==> src/rtl/core/kss_pkg.sv <==
// Package for the k-smallest selection unit.
// Holds widths, register decode, reset values and the cell control struct.
// No dependencies.
`default_nettype none

package kss_pkg;

	// Data path width of one value.
	localparam int DATA_W = 32;

	// Width of the keep_count register.
	localparam int CFG_W = 7;

	// Default build size of the cell chain.
	localparam int DEF_MAX_KEEP = 64;

	// Reset value of keep_count.
	localparam logic [CFG_W-1:0] KEEP_RESET = 7'd16;

	// APB address width and register index of keep_count (index sits at paddr[2]).
	localparam int APB_ADDR_W = 3;
	localparam int APB_DATA_W = 32;
	localparam logic REG_KEEP_COUNT = 1'b0;

	// Commands broadcast to every cell of the chain.
	typedef struct packed {
		logic insert;
		logic shift;
		logic clear;
	} cell_ctrl_t;

endpackage

`default_nettype wire

==> src/rtl/core/kss_cell.sv <==
// One cell of the sorted insertion chain.
// Holds one kept value, compares it to the broadcast sample and trades with
// its neighbors; uses kss_pkg.
`default_nettype none

module kss_cell
	import kss_pkg::*;
(
	input  wire logic                     clk,
	input  wire logic                     arst_n,
	input  wire cell_ctrl_t               ctrl,
	input  wire logic                     in_range,
	input  wire logic signed [DATA_W-1:0] sample,
	input  wire logic                     prev_gt,
	input  wire logic signed [DATA_W-1:0] prev_val,
	input  wire logic                     prev_valid,
	input  wire logic signed [DATA_W-1:0] next_val,
	input  wire logic                     next_valid,
	output logic signed [DATA_W-1:0]      val,
	output logic                          valid,
	output logic                          gt
);

	logic signed [DATA_W-1:0] val_q;
	logic                     valid_q;

	// A free cell or a larger kept value makes room for the sample here.
	assign gt    = !valid_q || (val_q > sample);
	assign val   = val_q;
	assign valid = valid_q;

	// Occupancy: clear wins, then drain shift, then insertion.
	always_ff @(posedge clk or negedge arst_n) begin
		if (!arst_n) begin
			valid_q <= 1'b0;
		end else if (ctrl.clear) begin
			valid_q <= 1'b0;
		end else if (ctrl.shift) begin
			valid_q <= next_valid;
		end else if (ctrl.insert) begin
			if (gt) begin
				valid_q <= in_range && (prev_gt ? prev_valid : 1'b1);
			end else begin
				valid_q <= in_range && valid_q;
			end
		end
	end

	// Stored value follows the same moves; it needs no reset.
	always_ff @(posedge clk) begin
		if (ctrl.shift) begin
			val_q <= next_val;
		end else if (ctrl.insert && gt) begin
			val_q <= prev_gt ? prev_val : sample;
		end
	end

endmodule

`default_nettype wire

==> config.mk <==
export PLATFORM = sky130hd
export DESIGN_NAME = kss_cell
export DESIGN_NICKNAME = d
export VERILOG_FILES = /design/src/rtl/core/kss_pkg.sv /design/src/rtl/core/kss_cell.sv
export SDC_FILE = /design/constraint.sdc
export NUM_CORES = 1
export LEC_CHECK = 0
export BUFFER_PORTS_ARGS = -buffer_cell sky130_fd_sc_hd__buf_2
export CORE_UTILIZATION = 41
export DETAILED_ROUTE_END_ITERATION = 12
export GPL_TIMING_DRIVEN = 0
export HOLD_SLACK_MARGIN = 0.06
export PLACE_DENSITY = 0.85
export SLEW_MARGIN = 20
export SYNTH_ARGS = -nofsm -noshare
export SYNTH_HDL_FRONTEND = slang
export SYNTH_SLANG_ARGS = --single-unit
==> constraint.sdc <==
create_clock -name clk -period 4.45 [get_ports clk]
set_input_delay 0.445 -clock clk [delete_from_list [all_inputs] [get_ports clk]]
set_output_delay 0.445 -clock clk [all_outputs]
set_load 0.02 [all_outputs]
After elaboration in Yosys (flattened, before gate mapping)
Index checks and enable logic that the tools add are counted.

word-level totals
  bits in registers = 33
  logic and storage cells = 18

operators by class
  order comparisons = 1
  mux-type cells = 8
  reduce and logical (&&, ||, !) cells = 7

operators by type and width
  kind               count
  $mux 32            3
  $gt 32x32->1       1
  $mux 1             5
  $logic_and 1x1->1  3
  $reduce_bool 3->1  1
  $reduce_bool 2->1  1
  $logic_not 1->1    1
  $logic_or 1x1->1   1

Longest topological paths before layout
  depth after elaboration = 6
  mapped depth = 8
  gate-level depth less buffers = 8

Least setup slack after synthesis
Ideal clock, no wire load.

  path type = register -> register
  start = register val_q[23], in the netlist val[23]
  end = register val_q[0], in the netlist val[0] (enable)
  arrival = 4.002 ns
  data required time = 3.980 ns
  slack = -0.022 ns
  stages on the path, launching flop included = 8
  buffers on the path = 0
  period minus slack after synthesis = 4.472 ns
  cell sequence = edfxtp_1 > ha_1 > nand2_1 > o21a_1 > o221a_1 > o21ai_2 > o21ai_0 > o31ai_1

between the ends
  cells in the longest elaborated chain, start to end = 4

ends and longest elaborated chain
  what                                RTL line        text
  start: declaration                  kss_cell.sv:24  logic signed [DATA_W-1:0] val_q;
  start signal: assignment            kss_cell.sv:52  val_q <= next_val;
  start signal: assignment            kss_cell.sv:54  val_q <= prev_gt ? prev_val : sample;
  $gt 32x32->1                        kss_cell.sv:28  assign gt = !valid_q || (val_q > sample);
  $logic_or 1x1->1                    kss_cell.sv:28
  $logic_and 1x1->1                   kss_cell.sv:53  end else if (ctrl.insert && gt) begin
  $reduce_bool 2->1 (no source line)  --

No other way between the ends.
A chain may end at the register's enable or synchronous reset.

Worst setup path after layout
  start = register val_q[31], in the netlist val[31]
  end = output port gt

between the ends
  cells in the longest elaborated chain, start to end = 2

ends and longest elaborated chain
  what              RTL line        text
  $gt 32x32->1      kss_cell.sv:28
  $logic_or 1x1->1  kss_cell.sv:28
  end: declaration  kss_cell.sv:21  output logic gt

No other way between the ends.

==> results.md <==
| Item | This run |
| --- | --- |
| Number of global-route vias before repair | 2392 |
| CTS tree | yes |
| Endpoints failing hold | 0 |
| Area of the mapped netlist | 0.00253 sq mm |
| Share of flip-flops with an asynchronous set or reset | 3.03% |
| Post-cts gate resize count | 0 |
| Number of placement rows | 28 |
| Die extent in x | 80.6 microns |
| Total core area | 0.00596 sq mm |
| Congestion Overflow GR | 0 |
| Final setup violating endpoints | 0 |
| Remaining max-slew budget at the tightest pin | 65.9% |
| Leakage power | 0.00182 uW |
| Worst setup path startpoint | val[31]$_DFFE_PP_ |
| Result of the run | completed |
| Critical-path maximum fanout | 3 |
| Worst Clk Skew | 0.00367 ns |
| Pins Over Slew Limit | 0 |
| Share of the clock period used by the worst path | 65.6% |
| Adder-cell share of the synthesized area | 15.8% |
| Simple-gate portion of the synthesized area | 9.93% |
| Clock slew seen by the registers of the worst setup and hold paths | 0.07 ns |
| Utilization after layout | 57.7% |
| WHS Path Cells | 3 |
| Average instance area after synthesis | 9.38 sq um |
| Total GRT Usage | 21.3% |
| Critical path startpoint category | flip-flop |
| Post-synthesis compound-gate area fraction | 14.9% |
| Max capacitance violation total | 0 |
| Top-count cell post-synth | sky130_fd_sc_hd__nand2_1 |
| Routed via count divided by cell count | 4.96 |
| Final weighted congestion in routability-driven placement | 0.729 |
| IR drop worst, VDD | 0.174 mV |
| DP Cell Count | 484 |
| Signed area change from the synthesized netlist to the final layout | 35.8% |
| Placement-stage cell area | 0.00335 sq mm |
| Number of buffers on the longest clock path | 2 |
| Net count reported at finish | 554 |
| Pin slew with the least headroom to its limit | 0.507 ns |
| DR pass1 iterations | 4 |
| Count of flip-flops with a built-in enable after synthesis | 32 |
| Total wire length | 6590 microns |
| Global-route wire length before repair | 10400 microns |
| Cts hold-fix bufs | 1 |
| Yosys cell types | 27 |
| Synthesized netlist net count | 407 |
| DIE AREA | 0.00649 sq mm |
| R2R cell count | 6 |
| Critical path arrival | 2.47 ns |
| Largest family of logic cells by synthesized area | adder cells |
| Initial antenna violation count | 0 |
| Maximum achievable frequency | 0.343 GHz |
| Initial drt markers | 40 |
| Initial Utilization | 42.5% |
| Clk Latency, worst-skew pair | 0.28 ns |
| Fraction of layout cells with a size suffix above 1 | 36.4% |
| Post-detailed-placement half-perimeter wirelength | 5440 microns |
| Min-delay src | ctrl[0] |
| Register bit total from synthesis | 33 |
| Synthesized netlist cell count | 270 |
| Critical Setup Path Class | reg -> out |
| Overall die height | 80.6 microns |
| Largest area contributor in the netlist | sky130_fd_sc_hd__edfxtp_1 |
| Post-route DRC | 0 |
| Xor/xnor share of the synthesized area | 0% |
| Mux share of post-synthesis cell area | 13.0% |
| Via total after detailed routing | 2443 |
| Capturing element type of the critical path | output port |
| Worst EP required | 4.01 ns |
| Top-area cell type share of the netlist area | 37.9% |
| Total power divided by cell area | 280 mW/mm^2 |
| Setup TNS | 0 ns |
| Area of all placed cells without fillers | 0.00344 sq mm |
| Final period demand of the worst path | 2.92 ns |
| Register-to-Register Setup Slack | 1.79 ns |
| Clk sink count | 33 |
| Number of cells in the finished layout apart from fillers | 493 |
| Top cells by count, synth | sky130_fd_sc_hd__nand2_1, sky130_fd_sc_hd__inv_1, sky130_fd_sc_hd__o21ai_0 |
| Seq/Total Area, Yosys | 38.9% |
| Ports | 139 |
| Overall Power | 962 uW |
| Hold worst-path end | valid$_DFFE_PN0P_ |
| Area contributors post-synth | sky130_fd_sc_hd__edfxtp_1, sky130_fd_sc_hd__ha_1, sky130_fd_sc_hd__mux2i_1 |
| Total CTS buffers | 5 |
| Min-Delay Path Class | in -> reg |
| Setup fix buffers added after clock tree synthesis | 0 |
| Root Buffer | sky130_fd_sc_hd__clkbuf_8 |
| Maximum level of the CTS H-tree | 2 |
| Largest net degree at the start of global routing | 17 |
| Fill cell instance count of the final layout | 551 |
| Average wire per standard cell | 13.4 microns |
| Ys flop type | sky130_fd_sc_hd__edfxtp_1 |
| Synthesis Warnings | 0 |
| Number of antenna repair diodes | 0 |
| Port Buffers | 137 |
| RSZ-0062 raised after global routing | no |
| ANT nets after route | 0 |
| Worst reg2reg startpoint | val[31]$_DFFE_PP_ |
| Endpoint of the lowest-slack register-to-register path | val[19]$_DFFE_PP_ |
kinds of logic after synthesis:
logic type / after synthesis
AOI/OAI and AO/OA: 66
and+or+nand+nor: 57
buffers and inverters: 49
muxes: 33
DFF: 33
adders and majority gates: 32
registers in the layout (all words and copies together) (netlist names):
name and cells:
val 32, valid 1
critical path: stages, from the launching register on:
cell,delay (ns)
sky130_fd_sc_hd__edfxtp_1,0.41
sky130_fd_sc_hd__ha_1,0.36
sky130_fd_sc_hd__nand4_1,0.20
sky130_fd_sc_hd__nor4_1,0.53
sky130_fd_sc_hd__o21ai_0,0.29
sky130_fd_sc_hd__o21ai_0,0.22
sky130_fd_sc_hd__buf_2,0.19
per-layer routing:
metal | GRT usage, % | wire length, microns | vias up
met4 | 6.25 | 97 | 0
met5 | 0 | 0 | -
met1 | 24.3 | 2830 | 1079
met2 | 39.3 | 3300 | 102
li1 | - | - | 1252
met3 | 4.43 | 367 | 10
layout make-up:
cell class,instances,area [sq um],share of cell area (%)
repair buffers,140,718,20.9
flip-flops and latches,33,986,28.7
well taps,75,93.8,2.73
plain buffers,11,45.0,1.31
clock buffers,8,80.1,2.33
inverters,38,143,4.15
multi-input cells,188,1370,39.9
how the worst max path moves through the flow:
stage	endpoint	cells after the start
finish	gt	6
global route	gt	7
CTS	gt	6
detailed placement	val[15]$_DFFE_PP_	8
global placement	val[13]$_DFFE_PP_	7
floorplan	val[0]$_DFFE_PP_	7
report_power, final:
part	internal [uW]	switching (uW)	total (uW)
clock network	111	105	216
registers	391	21.1	412
logic	139	195	334
through the flow:
stage	hold WS (ns)	worst slack, ns
final	0.413	1.53
after global routing	0.428	1.34
after CTS	0.404	1.53
after detailed placement	0.224	1.65
after global placement	0.221	0.00487
after floorplan	0.149	0.959
cells in the final DEF (no fill, tap or decap), types with 2 or more instances in the layout:
cell and n:
sky130_fd_sc_hd__clkbuf_8 5, sky130_fd_sc_hd__nand4_1 5, sky130_fd_sc_hd__buf_2 140, sky130_fd_sc_hd__nor2_1 4, sky130_fd_sc_hd__nand2_1 41, sky130_fd_sc_hd__clkbuf_1 11, sky130_fd_sc_hd__a21oi_1 17, sky130_fd_sc_hd__ha_1 32
sky130_fd_sc_hd__inv_1 38, sky130_fd_sc_hd__mux2i_1 33, sky130_fd_sc_hd__buf_6 2, sky130_fd_sc_hd__nand3_1 2, sky130_fd_sc_hd__nor3_1 2, sky130_fd_sc_hd__o21ai_0 38, sky130_fd_sc_hd__edfxtp_1 32, sky130_fd_sc_hd__o21a_1 2
(Power assumes the default switching activity.)
